## src/rtl/lfs_pkg.sv

```systemverilog
// ----------------------------------------------------------------------------
// lfs_pkg
// Shared types and constants of the lacing length frame splitter.
// ----------------------------------------------------------------------------
package lfs_pkg;

  localparam int MAX_FRAMES_DEF = 32;

  localparam logic [7:0]  LACE_CONT            = 8'hff;
  localparam logic [31:0] FRAME_DURATION_RESET = 32'd15000000;
  localparam logic        TIMESTAMPS_EN_RESET  = 1'b1;

  localparam int CFG_IDX_W = 8;
  localparam logic [CFG_IDX_W-1:0] CFG_FRAME_DURATION = 8'd0;
  localparam logic [CFG_IDX_W-1:0] CFG_TIMESTAMPS_EN  = 8'd1;

  typedef enum logic [1:0] {
    PH_START,
    PH_HEADER,
    PH_DATA,
    PH_DISCARD
  } phase_t;

  typedef enum logic [1:0] {
    SQ_RUN,
    SQ_ADV,
    SQ_TRUNC
  } seq_t;

  typedef enum logic [1:0] {
    ST_OK,
    ST_TRUNCATED,
    ST_OVERFLOW
  } status_t;

  typedef struct packed {
    logic [7:0]  data_byte;
    logic        has_data;
    logic        frame_start;
    logic        frame_end;
    logic [7:0]  frame_index;
    logic [63:0] frame_timestamp;
    logic [31:0] frame_duration;
    logic        timing_valid;
    status_t     status;
    logic        last_result;
  } res_t;

endpackage

```

## src/rtl/lfs_ram.sv

```systemverilog
// ----------------------------------------------------------------------------
// lfs_ram
// Generic single write port RAM with one registered read port.
// ----------------------------------------------------------------------------
module lfs_ram #(
  parameter int WIDTH = 16,
  parameter int DEPTH = 32,
  parameter int AW    = (DEPTH > 1) ? $clog2(DEPTH) : 1
) (
  input  logic             clk,
  input  logic             we,
  input  logic [AW-1:0]    waddr,
  input  logic [WIDTH-1:0] wdata,
  input  logic [AW-1:0]    raddr,
  output logic [WIDTH-1:0] rdata
);

  logic [WIDTH-1:0] mem [DEPTH];
  logic [WIDTH-1:0] rdata_r;

  always_ff @(posedge clk) begin
    if (we) begin
      mem[waddr] <= wdata;
    end
    rdata_r <= mem[raddr];
  end

  assign rdata = rdata_r;

endmodule

```

## src/rtl/lacing_length_frame_splitter.sv

```systemverilog
// ----------------------------------------------------------------------------
// lacing_length_frame_splitter
// Splits laced packet payloads into frames, one payload byte per word in,
// one frame result per word out.
// ----------------------------------------------------------------------------
// A packet's payload enters one byte per word. Header bytes build the frame
// length table, data bytes leave one result each with frame index, start and
// end marks and the frame timestamp. It takes one byte per cycle when the
// output is free; a byte that causes several results (each empty frame, and
// the truncation status that follows another result) holds the input until
// the last is out, since the sequencer writes one result per cycle into the
// output register. Lengths sit in a MAX_FRAMES deep RAM whose read address
// follows the frame counter, so the next frame's length is ready without a
// bubble. frame_timestamp is the packet timestamp plus a running product of
// frame index and duration, rebuilt by one multiply on a duration write.
// ----------------------------------------------------------------------------
module lacing_length_frame_splitter
  import lfs_pkg::*;
#(
  parameter int MAX_FRAMES = MAX_FRAMES_DEF
) (
  input  logic                 clk,
  input  logic                 rst_n,
  // payload_byte, payload_length, packet_timestamp
  input  logic [87:0]          in_tdata,
  input  logic                 in_tlast,
  input  logic                 in_tvalid,
  output logic                 in_tready,
  // data_byte, frame_index, frame_timestamp, frame_duration
  output logic [111:0]         out_tdata,
  // has_data, frame_start, timing_valid, status, last_result
  output logic [7:0]           out_tuser,
  output logic                 out_tlast,
  output logic                 out_tvalid,
  input  logic                 out_tready,
  input  logic                 cfg_valid,
  output logic                 cfg_ready,
  input  logic [CFG_IDX_W-1:0] cfg_index,
  input  logic [31:0]          cfg_data
);

  localparam int CNT_W  = $clog2(MAX_FRAMES + 1);
  localparam int IDX_W  = (MAX_FRAMES > 1) ? $clog2(MAX_FRAMES) : 1;
  localparam int PROD_W = CNT_W + 32;

  function automatic logic [7:0] idx8(input logic [CNT_W-1:0] v);
    logic [CNT_W+7:0] e;
    e = {8'd0, v};
    return e[7:0];
  endfunction

  // input register
  logic        ib_valid_r;
  logic [7:0]  ib_byte_r;
  logic [15:0] ib_len_r;
  logic [63:0] ib_ts_r;
  logic        ib_last_r;

  // packet state
  phase_t             phase_r, phase_nxt;
  seq_t               seq_r, seq_nxt;
  logic [15:0]        acc_r, acc_nxt;
  logic [16:0]        cons_r, cons_nxt;
  logic [CNT_W-1:0]   frames_r, frames_nxt;
  logic [CNT_W-1:0]   cf_r, cf_nxt;
  logic [15:0]        bl_r, bl_nxt;
  logic               pend_r, pend_nxt;
  logic [63:0]        hts_r, hts_nxt;
  logic [15:0]        hlen_r, hlen_nxt;
  logic [PROD_W-1:0]  prod_r, prod_nxt;
  logic [31:0]        dur_r, dur_nxt;
  logic               tsen_r, tsen_nxt;
  logic               zmask_r [MAX_FRAMES];

  // output register
  logic out_valid_r, out_valid_nxt;
  res_t out_res_r, res;

  // length table
  logic             ram_we;
  logic [IDX_W-1:0] ram_waddr;
  logic [15:0]      ram_wdata;
  logic [IDX_W-1:0] ram_raddr;
  logic [15:0]      ram_rdata;
  logic             byp_hit_r;
  logic [15:0]      byp_data_r;
  logic [15:0]      len_eff;

  // datapath
  logic             out_free, go, emit, retire, step_frame;
  logic             e_start;
  logic [15:0]      e_acc, e_hlen;
  logic [16:0]      e_cons;
  logic [CNT_W-1:0] e_frames;
  logic [16:0]      sum_a;
  logic [17:0]      sum_c;
  logic [15:0]      acc_new;
  logic [16:0]      cons_new;
  logic             zero0;
  logic [CNT_W-1:0] cfn;
  logic             nexist, nzero;
  logic [63:0]      ts_sum;
  logic [15:0]      bl_cur, bl_dec;
  logic             fend;
  logic [PROD_W-1:0] mul_p;
  res_t             timed_res;

  lfs_ram #(
    .WIDTH(16),
    .DEPTH(MAX_FRAMES),
    .AW   (IDX_W)
  ) u_len_ram (
    .clk  (clk),
    .we   (ram_we),
    .waddr(ram_waddr),
    .wdata(ram_wdata),
    .raddr(ram_raddr),
    .rdata(ram_rdata)
  );

  assign len_eff  = byp_hit_r ? byp_data_r : ram_rdata;
  assign ram_raddr = cf_nxt[IDX_W-1:0];

  assign out_free  = !out_valid_r || out_tready;
  assign go        = ib_valid_r && out_free;
  assign in_tready = !ib_valid_r || retire;
  assign cfg_ready = 1'b1;

  // header arithmetic, start of packet uses cleared counters
  assign e_start  = (phase_r == PH_START);
  assign e_acc    = e_start ? 16'd0 : acc_r;
  assign e_cons   = e_start ? 17'd0 : cons_r;
  assign e_frames = e_start ? '0 : frames_r;
  assign e_hlen   = e_start ? ib_len_r : hlen_r;
  assign sum_a    = {1'b0, e_acc} + {9'd0, ib_byte_r};
  assign acc_new  = sum_a[16] ? 16'hffff : sum_a[15:0];
  assign sum_c    = {1'b0, e_cons} + {10'd0, ib_byte_r} + 18'd1;
  assign cons_new = sum_c[17] ? 17'h1ffff : sum_c[16:0];
  assign zero0    = (e_frames == '0) ? (acc_new == 16'd0) : zmask_r[0];

  // next frame lookahead
  assign cfn    = cf_r + CNT_W'(1);
  assign nexist = (cfn < frames_r);
  assign nzero  = zmask_r[cfn[IDX_W-1:0]];

  // data phase
  assign bl_cur = pend_r ? len_eff : bl_r;
  assign bl_dec = (bl_cur != 16'd0) ? bl_cur - 16'd1 : 16'd0;
  assign fend   = (bl_dec == 16'd0);

  assign ts_sum = hts_r + {{(64-PROD_W){1'b0}}, prod_r};
  assign mul_p  = PROD_W'(cf_r) * PROD_W'(cfg_data);

  always_comb begin
    timed_res                 = '0;
    timed_res.frame_index     = idx8(cf_r);
    timed_res.timing_valid    = tsen_r;
    timed_res.frame_timestamp = tsen_r ? ts_sum : 64'd0;
    timed_res.frame_duration  = tsen_r ? dur_r : 32'd0;
  end

  always_comb begin
    phase_nxt  = phase_r;
    seq_nxt    = seq_r;
    acc_nxt    = acc_r;
    cons_nxt   = cons_r;
    frames_nxt = frames_r;
    cf_nxt     = cf_r;
    bl_nxt     = bl_r;
    pend_nxt   = pend_r;
    hts_nxt    = hts_r;
    hlen_nxt   = hlen_r;
    prod_nxt   = prod_r;
    dur_nxt    = dur_r;
    tsen_nxt   = tsen_r;
    emit       = 1'b0;
    retire     = 1'b0;
    step_frame = 1'b0;
    ram_we     = 1'b0;
    ram_waddr  = e_frames[IDX_W-1:0];
    ram_wdata  = acc_new;
    res        = '0;

    if (go) begin
      unique case (seq_r)
        SQ_RUN: begin
          unique case (phase_r)
            PH_START, PH_HEADER: begin
              if (e_start) begin
                hts_nxt  = ib_ts_r;
                hlen_nxt = ib_len_r;
                cf_nxt   = '0;
                bl_nxt   = 16'd0;
                prod_nxt = '0;
                pend_nxt = 1'b0;
              end
              phase_nxt  = PH_HEADER;
              acc_nxt    = acc_new;
              cons_nxt   = cons_new;
              frames_nxt = e_frames;
              retire     = 1'b1;
              if (ib_byte_r != LACE_CONT) begin
                if (e_frames >= CNT_W'(MAX_FRAMES)) begin
                  emit            = 1'b1;
                  res.status      = ST_OVERFLOW;
                  res.frame_index = idx8(e_frames);
                  res.last_result = 1'b1;
                  phase_nxt       = ib_last_r ? PH_START : PH_DISCARD;
                end else begin
                  ram_we     = 1'b1;
                  frames_nxt = e_frames + CNT_W'(1);
                  acc_nxt    = 16'd0;
                  if (cons_new >= {1'b0, e_hlen}) begin
                    cf_nxt = '0;
                    if (zero0) begin
                      seq_nxt = SQ_ADV;
                      retire  = 1'b0;
                    end else begin
                      phase_nxt = PH_DATA;
                      pend_nxt  = 1'b1;
                    end
                  end
                end
              end
              // truncated inside the header
              if (retire && ib_last_r && !emit) begin
                emit            = 1'b1;
                res.status      = ST_TRUNCATED;
                res.frame_index = 8'd0;
                res.last_result = 1'b1;
                phase_nxt       = PH_START;
                pend_nxt        = 1'b0;
              end
            end
            PH_DATA: begin
              emit            = 1'b1;
              res             = timed_res;
              res.data_byte   = ib_byte_r;
              res.has_data    = 1'b1;
              res.frame_start = pend_r;
              res.frame_end   = fend;
              pend_nxt        = 1'b0;
              bl_nxt          = bl_dec;
              if (fend) begin
                step_frame = 1'b1;
              end else if (ib_last_r) begin
                seq_nxt = SQ_TRUNC;
              end else begin
                res.last_result = 1'b1;
                retire          = 1'b1;
              end
            end
            PH_DISCARD: begin
              retire = 1'b1;
              if (ib_last_r) begin
                phase_nxt = PH_START;
              end
            end
          endcase
        end
        SQ_ADV: begin
          emit            = 1'b1;
          res             = timed_res;
          res.frame_start = 1'b1;
          res.frame_end   = 1'b1;
          step_frame      = 1'b1;
        end
        SQ_TRUNC: begin
          emit            = 1'b1;
          res.status      = ST_TRUNCATED;
          res.frame_index = idx8(cf_r);
          res.last_result = 1'b1;
          phase_nxt       = PH_START;
          pend_nxt        = 1'b0;
          seq_nxt         = SQ_RUN;
          retire          = 1'b1;
        end
        default: begin
          seq_nxt = SQ_RUN;
        end
      endcase

      // move on to the next frame, skipping empty ones one per cycle while the output is free
      if (step_frame) begin
        cf_nxt   = cfn;
        prod_nxt = prod_r + PROD_W'(dur_r);
        if (nexist && nzero) begin
          seq_nxt = SQ_ADV;
        end else if (nexist) begin
          phase_nxt = PH_DATA;
          pend_nxt  = 1'b1;
          if (ib_last_r) begin
            seq_nxt = SQ_TRUNC;
          end else begin
            seq_nxt         = SQ_RUN;
            res.last_result = 1'b1;
            retire          = 1'b1;
          end
        end else begin
          phase_nxt       = ib_last_r ? PH_START : PH_DISCARD;
          pend_nxt        = 1'b0;
          seq_nxt         = SQ_RUN;
          res.last_result = 1'b1;
          retire          = 1'b1;
        end
      end
    end

    if (cfg_valid) begin
      unique case (cfg_index)
        CFG_FRAME_DURATION: begin
          dur_nxt  = cfg_data;
          prod_nxt = mul_p;
        end
        CFG_TIMESTAMPS_EN: begin
          tsen_nxt = cfg_data[0];
        end
        default: begin
        end
      endcase
    end
  end

  assign out_valid_nxt = emit ? 1'b1 : (out_tready ? 1'b0 : out_valid_r);

  always_ff @(posedge clk) begin
    if (!rst_n) begin
      ib_valid_r  <= 1'b0;
      phase_r     <= PH_START;
      seq_r       <= SQ_RUN;
      frames_r    <= '0;
      cf_r        <= '0;
      pend_r      <= 1'b0;
      prod_r      <= '0;
      dur_r       <= FRAME_DURATION_RESET;
      tsen_r      <= TIMESTAMPS_EN_RESET;
      out_valid_r <= 1'b0;
      byp_hit_r   <= 1'b0;
    end else begin
      if (in_tvalid && in_tready) begin
        ib_valid_r <= 1'b1;
      end else if (retire) begin
        ib_valid_r <= 1'b0;
      end
      phase_r     <= phase_nxt;
      seq_r       <= seq_nxt;
      frames_r    <= frames_nxt;
      cf_r        <= cf_nxt;
      pend_r      <= pend_nxt;
      prod_r      <= prod_nxt;
      dur_r       <= dur_nxt;
      tsen_r      <= tsen_nxt;
      out_valid_r <= out_valid_nxt;
      byp_hit_r   <= ram_we && (ram_waddr == ram_raddr);
    end
  end

  always_ff @(posedge clk) begin
    if (in_tvalid && in_tready) begin
      ib_byte_r <= in_tdata[7:0];
      ib_len_r  <= in_tdata[23:8];
      ib_ts_r   <= in_tdata[87:24];
      ib_last_r <= in_tlast;
    end
    if (emit) begin
      out_res_r <= res;
    end
    if (ram_we) begin
      zmask_r[ram_waddr] <= (ram_wdata == 16'd0);
    end
    acc_r      <= acc_nxt;
    cons_r     <= cons_nxt;
    bl_r       <= bl_nxt;
    hts_r      <= hts_nxt;
    hlen_r     <= hlen_nxt;
    byp_data_r <= ram_wdata;
  end

  assign out_tvalid = out_valid_r;
  assign out_tdata  = {out_res_r.frame_duration, out_res_r.frame_timestamp,
                       out_res_r.frame_index, out_res_r.data_byte};
  assign out_tuser  = {2'b00, out_res_r.last_result, out_res_r.status,
                       out_res_r.timing_valid, out_res_r.frame_start,
                       out_res_r.has_data};
  assign out_tlast  = out_res_r.frame_end;

`ifndef NO_ASSERTIONS
  a_pend_in_data: assert property (@(posedge clk) disable iff (!rst_n)
    pend_r |-> (phase_r == PH_DATA))
    else $error("frame start pending outside data phase");

  a_seq_holds_word: assert property (@(posedge clk) disable iff (!rst_n)
    (seq_r != SQ_RUN) |-> ib_valid_r)
    else $error("sequencer busy without an input word");

  a_frame_count: assert property (@(posedge clk) disable iff (!rst_n)
    cf_r <= frames_r)
    else $error("current frame past frame count");

  a_status_clean: assert property (@(posedge clk) disable iff (!rst_n)
    (out_valid_r && (out_res_r.status != ST_OK)) |->
      (!out_res_r.has_data && !out_res_r.timing_valid && !out_res_r.frame_end))
    else $error("status result carries frame data");
`endif

endmodule

```

## config.mk

```make
export PLATFORM = sky130hd
export DESIGN_NAME = lacing_length_frame_splitter
export DESIGN_NICKNAME = d
export VERILOG_FILES = /design/src/rtl/lfs_pkg.sv /design/src/rtl/lfs_ram.sv /design/src/rtl/lacing_length_frame_splitter.sv
export SDC_FILE = /design/constraint.sdc
export NUM_CORES = 2
export LEC_CHECK = 0
export ABC_AREA = 1
export BUFFER_PORTS_ARGS = -buffer_cell sky130_fd_sc_hd__clkbuf_2
export CELL_PAD_IN_SITES_DETAIL_PLACEMENT = 1
export CELL_PAD_IN_SITES_GLOBAL_PLACEMENT = 1
export CORE_AREA = 2 2 461 463
export CTS_BUF_LIST = sky130_fd_sc_hd__clkbuf_4
export DETAILED_ROUTE_END_ITERATION = 8
export DIE_AREA = 0 0 463 465
export GPL_TIMING_DRIVEN = 0
export PLACE_DENSITY = 0.58
export SLEW_MARGIN = 0
export SYNTH_ARGS = -nofsm -noshare
export SYNTH_HDL_FRONTEND = slang
export SYNTH_HIERARCHICAL = 1
export SYNTH_SLANG_ARGS = --single-unit
```

## constraint.sdc

```tcl
create_clock -name clk -period 11.54 [get_ports clk]
set_input_delay 2.308 -clock clk [delete_from_list [all_inputs] [get_ports clk]]
set_output_delay 2.308 -clock clk [all_outputs]
set_load 0.05 [all_outputs]
```

# Yosys cells after proc, flatten, opt, wreduce, memory -nomap -nowiden
# Memories as Yosys holds them, arrays and structs flattened. A register that Yosys moved wholly into a read port is not among the register bits.
# Cells that the tools add are included.
[op_classes]
add_sub_neg = 8
n_mul = 1
order_cmp = 3
n_eq_ne = 17
muxes = 126
n_reduce_logical = 32
[op_table]
columns = ["op", "n"]
rows = [
  ["two-way mux 38 bit", 7],
  ["one-hot mux 97 bit (2 select lines)", 1],
  ["two-way mux 16 bit", 9],
  ["two-way mux 97 bit", 1],
  ["two-way mux 6 bit", 12],
  ["adder 64 x 38 -> 64 bit", 1],
  ["two-way mux 64 bit", 1],
  ["two-way mux 1 bit", 49],
  ["two-way mux 2 bit", 20],
  ["adder 38 x 32 -> 38 bit", 1],
  ["multiplier 6 x 32 -> 38 bit", 1],
  ["two-way mux 17 bit", 2],
  ["logical NOT 16 bit", 2],
  ["two-way mux 32 bit", 1],
  ["one-hot mux 16 bit (2 select lines)", 1],
  ["one-hot mux 8 bit (2 select lines)", 2],
  ["inequality test 4 bit (second input constant)", 6],
  ["one-hot mux 11 bit (2 select lines)", 1],
  ["adder 17 x 8 -> 18 bit", 1],
  ["adder 18 x 1 -> 18 bit (second input constant)", 1],
  ["adder 16 x 8 -> 17 bit", 1],
  ["greater-or-equal comparator 17 x 16 -> 1 bit", 1],
  ["one-hot mux 2 bit (2 select lines)", 4],
  ["nonzero test 16 bit", 1],
  ["30 further kinds", 60],
]
[totals]
register_bits = 444
ramBits = 544
inputBits = 134
output_inout_bits = 124
word_cells = 221
mem_count = 2
[mem_list]
columns = ["name", "words", "width", "rd", "rd_ports_with_merged_regs", "wr", "line_no", "text"]
rows = [
  ["u_len_ram.mem", 32, 16, 1, 1, 1, "lfs_ram.sv:18", "logic [WIDTH-1:0] mem [DEPTH];"],
  ["zmask_r", 32, 1, 2, 0, 1, "lacing_length_frame_splitter.sv:73", "logic zmask_r [MAX_FRAMES];"],
]

# Depth between registers and ports, before layout
[logic_depth]
ltp_word = 23
depth_mapped = 51
ltp_nobuf = 44

# Cells and area by module
# The synthesis kept the hierarchy.
[modules_own_cells]
columns = ["mod", "n_inst", "cells_each", "area_per_inst_um2", "seq_area_each_um2"]
rows = [
  ["lacing_length_frame_splitter", 1, 3660, 31053.5, 13162.6],
  ["lfs_ram", 1, 1794, 21301.7, 15695.1],
]

# Worst setup path after synthesis
# No wires, ideal clock.
[synth_path]
path_type = "input -> register"
startpoint = "input out_tready"
endpoint = "register u_len_ram.rdata_r[10], in the netlist u_len_ram/rdata[10], read port of u_len_ram.mem"
setup_ns = 0.113
arrival_time_ns = 10.456
t_required_ns = 11.427
setup_slack_ns = 0.971
path_stages = 20
path_buffers = 3
path_cell_list = "inv_1 > nand2_1 > nand2_1 > nor2_1 > clkinv_1 > nor2_1 > inv_1 > nand4_1 > nand2_1 > buf_6 > buf_4 > buf_4 > nand2_1 > nand3_1 > nand3_1 > nand2_1 > nand2_1 > nand2_1 > nand2_1 > nand2_1"
[synth_via]
elab_chain_cells = 3
[synth_lines]
columns = ["element", "line_no", "text"]
rows = [
  ["start, declared", "lacing_length_frame_splitter.sv:35", "input logic out_tready,"],
  ["logical OR 1 bit", "lacing_length_frame_splitter.sv:124", "assign out_free = !out_valid_r || out_tready;"],
  ["logical AND 1 bit", "lacing_length_frame_splitter.sv:125", "assign go = ib_valid_r && out_free;"],
  ["two-way mux 5 bit", "lacing_length_frame_splitter.sv:184", "if (go) begin"],
  ["via cf_nxt[0]", "lacing_length_frame_splitter.sv:65", "logic [CNT_W-1:0] cf_r, cf_nxt;"],
  ["end, declared", "lfs_ram.sv:19", "logic [WIDTH-1:0] rdata_r;"],
]
# The timed path passes the listed nets, and every way through them passes these cells.
# A chain may end at the register's enable or synchronous reset.

# Final worst setup path
[layout_path]
startpoint = "register phase_r[1]"
endpoint = "output in_tready"
[layout_via]
elab_cells_between_ends = 37
classes_between = "add/sub: 3; order compare: 2; eq/ne: 3; mux: 24; reduce/logical: 5"
[layout_rtl]
columns = ["element", "line_no", "text"]
rows = [
  ["start, declared", "lacing_length_frame_splitter.sv:60", "phase_t phase_r, phase_nxt;"],
  ["start signal, assigned", "lacing_length_frame_splitter.sv:345", "phase_r <= phase_nxt;"],
  ["logical NOT 2 bit *", "lacing_length_frame_splitter.sv:130", "assign e_start = (phase_r == PH_START);"],
  ["two-way mux 17 bit *", "lacing_length_frame_splitter.sv:132", "assign e_cons = e_start ? 17'd0 : cons_r;"],
  ["adder 17 x 8 -> 18 bit *", "lacing_length_frame_splitter.sv:137", "assign sum_c = {1'b0, e_cons} + {10'd0, ib_byte_r} + 18'd1;"],
  ["adder 18 x 1 -> 18 bit *", "lacing_length_frame_splitter.sv:137", ""],
  ["two-way mux 17 bit *", "lacing_length_frame_splitter.sv:138", "assign cons_new = sum_c[17] ? 17'h1ffff : sum_c[16:0];"],
  ["via cons_new[3]", "lacing_length_frame_splitter.sv:98", "logic [16:0] cons_new;"],
  ["greater-or-equal comparator 17 x 16 -> 1 bit *", "lacing_length_frame_splitter.sv:213", "if (cons_new >= {1'b0, e_hlen}) begin"],
  ["two-way mux 1 bit *", "lacing_length_frame_splitter.sv:213", ""],
  ["[5 not listed]", "-", ""],
  ["one-hot mux 1 bit (3 select lines) *", "lacing_length_frame_splitter.sv:187", "unique case (phase_r)"],
  ["one-hot mux 1 bit (2 select lines) *", "lacing_length_frame_splitter.sv:185", "unique case (seq_r)"],
  ["two-way mux 1 bit", "lacing_length_frame_splitter.sv:292", "if (ib_last_r) begin"],
  ["two-way mux 1 bit", "lacing_length_frame_splitter.sv:289", "end else if (nexist) begin"],
  ["two-way mux 1 bit", "lacing_length_frame_splitter.sv:287", "if (nexist && nzero) begin"],
  ["two-way mux 1 bit *", "lacing_length_frame_splitter.sv:284", "if (step_frame) begin"],
  ["two-way mux 1 bit *", "lacing_length_frame_splitter.sv:184", ""],
  ["logical OR 1 bit *", "lacing_length_frame_splitter.sv:126", "assign in_tready = !ib_valid_r || retire;"],
  ["end, declared", "lacing_length_frame_splitter.sv:28", "output logic in_tready,"],
]
# Mark *: on every way through the listed nets, which the timed path passes. The rest lies on a longest branch. The select of a mux whose other input is x is not followed.

==> reports/metrics.yaml <==
ys_seq_area_share_pct: 55.1
synth_top_flop_cell: "edfxtp_1"
layout_common_cells: "nand2_1 (1,521), edfxtp_1 (879), nand3_1 (531)"
die_x_um: 463
drt_iter0_markers: 2938
drt-pass1-iter-count: 5
reg2regPathDepth: 49
path_clk_slew_ns: 0.06
cp.depth: 42
reg2reg_from: "phase_r[1]"
pin_count: 258
synth_area_um2: 52400
instances_no_fill: 9099
finalPower_mw: 8.55
slew_headroom_pct: 4.57
critPathKind: "reg2out"
dpl_worst_slack_ns: 0.866
hold_slack_ns: 0.363
globalRoute.totalOverflow: 0
cp-end-kind: "output port"
post_cts_buffers: 0
startpoint_type: "register"
dp_cells: 8576
initial_core_util_pct: 24.8
vdd_drop_max_mv: 0.103
grt_pass1_vias: 43700
hpwlAfterDp_mm: 139
worstMarginPinSlew_ns: 1.43
core_area_um2: 211000
required_ns: 9.23
setup_tns_ns: 0
hold_path_class: "reg2reg"
hold-path-cell-count: 0
synth_top_family_by_area: "simple AND/OR/NAND/NOR gates"
setup_ws_ns: 0.836
grt_max_degree: 60
io_buffers: 252
p_leak_nw: 25.6
period_needed_ns: 10.70
maxCapViolations: 0
syn_area_per_cell_um2: 9.60
report.final.slew_viol_count: 0
finalNetCount: 6485
fin_util_pct: 29.3
area_growth_pct: 18.1
hp-start: "ib_ts_r[36]"
async_flop_share_pct: 0
clk_latency_ns: 1.31
wl_per_cell_um: 20.4
final-hold-violation-count: 0
synth_edf_count: 879
clock_sinks: 1002
cts_hold_buf: 0
synth_mux_area_share_pct: 0
antenna_found_initial: 10
grt_pass1_wl_mm: 278
dieArea_um2: 215000
ctsLongestPathBuffers: 4
setup_viol: 0
cpMostUsedCell: "nand2_1"
post_cts_resized: 2
fmax_mhz: 93.4
vias: 42000
synth_compound_area_share_pct: 7.38
synth_simple_gate_area_share_pct: 21.6
grt_use_total_pct: 17.0
cts_root_buf: "clkbuf_4"
yosys.area_share.adder_pct: 8.70
drt_wl_total_mm: 186
synth_cell_types: 66
crit_start: "phase_r[1]"
tritoncts: "yes"
die_h_um: 465
vias_per_cell: 4.62
cts_buffers: 305
ant_nets: 0
skew_ns: 0.166
finish.instance_area_um2: 61800
h-tree-depth: 5
arrival_ns: 8.40
synthCells: 5454
crit_path_top_delay_cell: "clkbuf_4"
cpPeakStageDelay_ns: 0.40
finalCritPeriodShare_pct: 92.8
synth_xor_area_share_pct: 0.887
place_congestion: 0.878
path_max_fanout: 19
drive_above_1_share_pct: 16.8
p_per_area_nw_per_um2: 138
ys_ff_latch: 1002
cp_top_family: "simple AND/OR/NAND/NOR gates"
yosysWarningCount: 6
final_common_cell: "nand2_1"
floorplan.rows: 169
path_buf_inv: 10
drc: 0
dpl-instance-area_um2: 58100
status: "completed"
rsz0062_at_grt: "false"
-- flip-flops by register name, indices dropped and copies added (netlist names), 17 cells and up --
register       count
zmask_r           32
dur_r             32
u_len_ram/mem    512
ib_ts_r           64
out_tdata        110
cons_r            17
prod_r            38
hts_r             64
-- power by group --
part / leakage, nW / internal [mW] / total [mW] / switching [mW]
clock: 2.17 / 1.73 / 3.31 / 1.59
combinational: 14.2 / 0.246 / 1.00 / 0.754
sequential: 9.26 / 4.17 / 4.23 / 0.0656
-- synthesized netlist by cell type, types with 14 or more instances --
cell type / number / area share [%]
nand2_1: 1526 / 11
edfxtp_1: 879 / 50
nand3_1: 532 / 5.1
inv_1: 516 / 3.7
nor2_1: 401 / 2.9
a21oi_1: 313 / 3.0
o21ai_0: 227 / 2.2
ha_1: 164 / 3.9
fa_1: 125 / 4.8
dfxtp_1: 123 / 4.7
clkbuf_1: 76 / 0.54
buf_2: 48 / 0.46
nor3_1: 42 / 0.40
buf_4: 38 / 0.54
nand4_1: 38 / 0.45
a31oi_1: 37 / 0.44
nand2_2: 35 / 0.42
buf_6: 29 / 0.62
xnor2_1: 27 / 0.45
xor2_1: 26 / 0.43
or2_2: 25 / 0.30
o211ai_1: 23 / 0.33
nand3_2: 15 / 0.29
nor4_1: 15 / 0.18
o21a_1: 14 / 0.20
or2_1: 14 / 0.17
-- layout make-up --
cell class              instances  area (µm²)
plain buffers                 209        1300
fillers                     24600      149000
clock buffers                 437        3280
well taps                    2821        3530
repair buffers                300        2170
diodes                         16        40.0
inverters                     532        2010
multi-input cells            3712       20300
flip-flops and latches       1002       28900
clock inverters                70         284
-- cells by family after synthesis --
family	Yosys count
AO/OA/AOI/OAI	694
XOR/XNOR	53
adder cells (fa/ha/maj)	289
buffers and inverters	743
flip-flops	1002
other	2
AND/OR/NAND/NOR	2671
-- routing by layer --
layer | share of wire (%) | global-route usage (%)
met5 | 0.0065 | 0
met4 | 2.6 | 5.23
met3 | 4.6 | 2.70
met2 | 45 | 26.9
met1 | 48 | 23.9
-- final timing paths --
check	end	slack (ns)
min reg2reg	hts_r[36]	0.36
max reg2reg	u_len_ram/rdata[3]	3.08
max	in_tready	0.84
min	hts_r[36]	0.36
No activity file was read; power rests on OpenSTA's default activity.
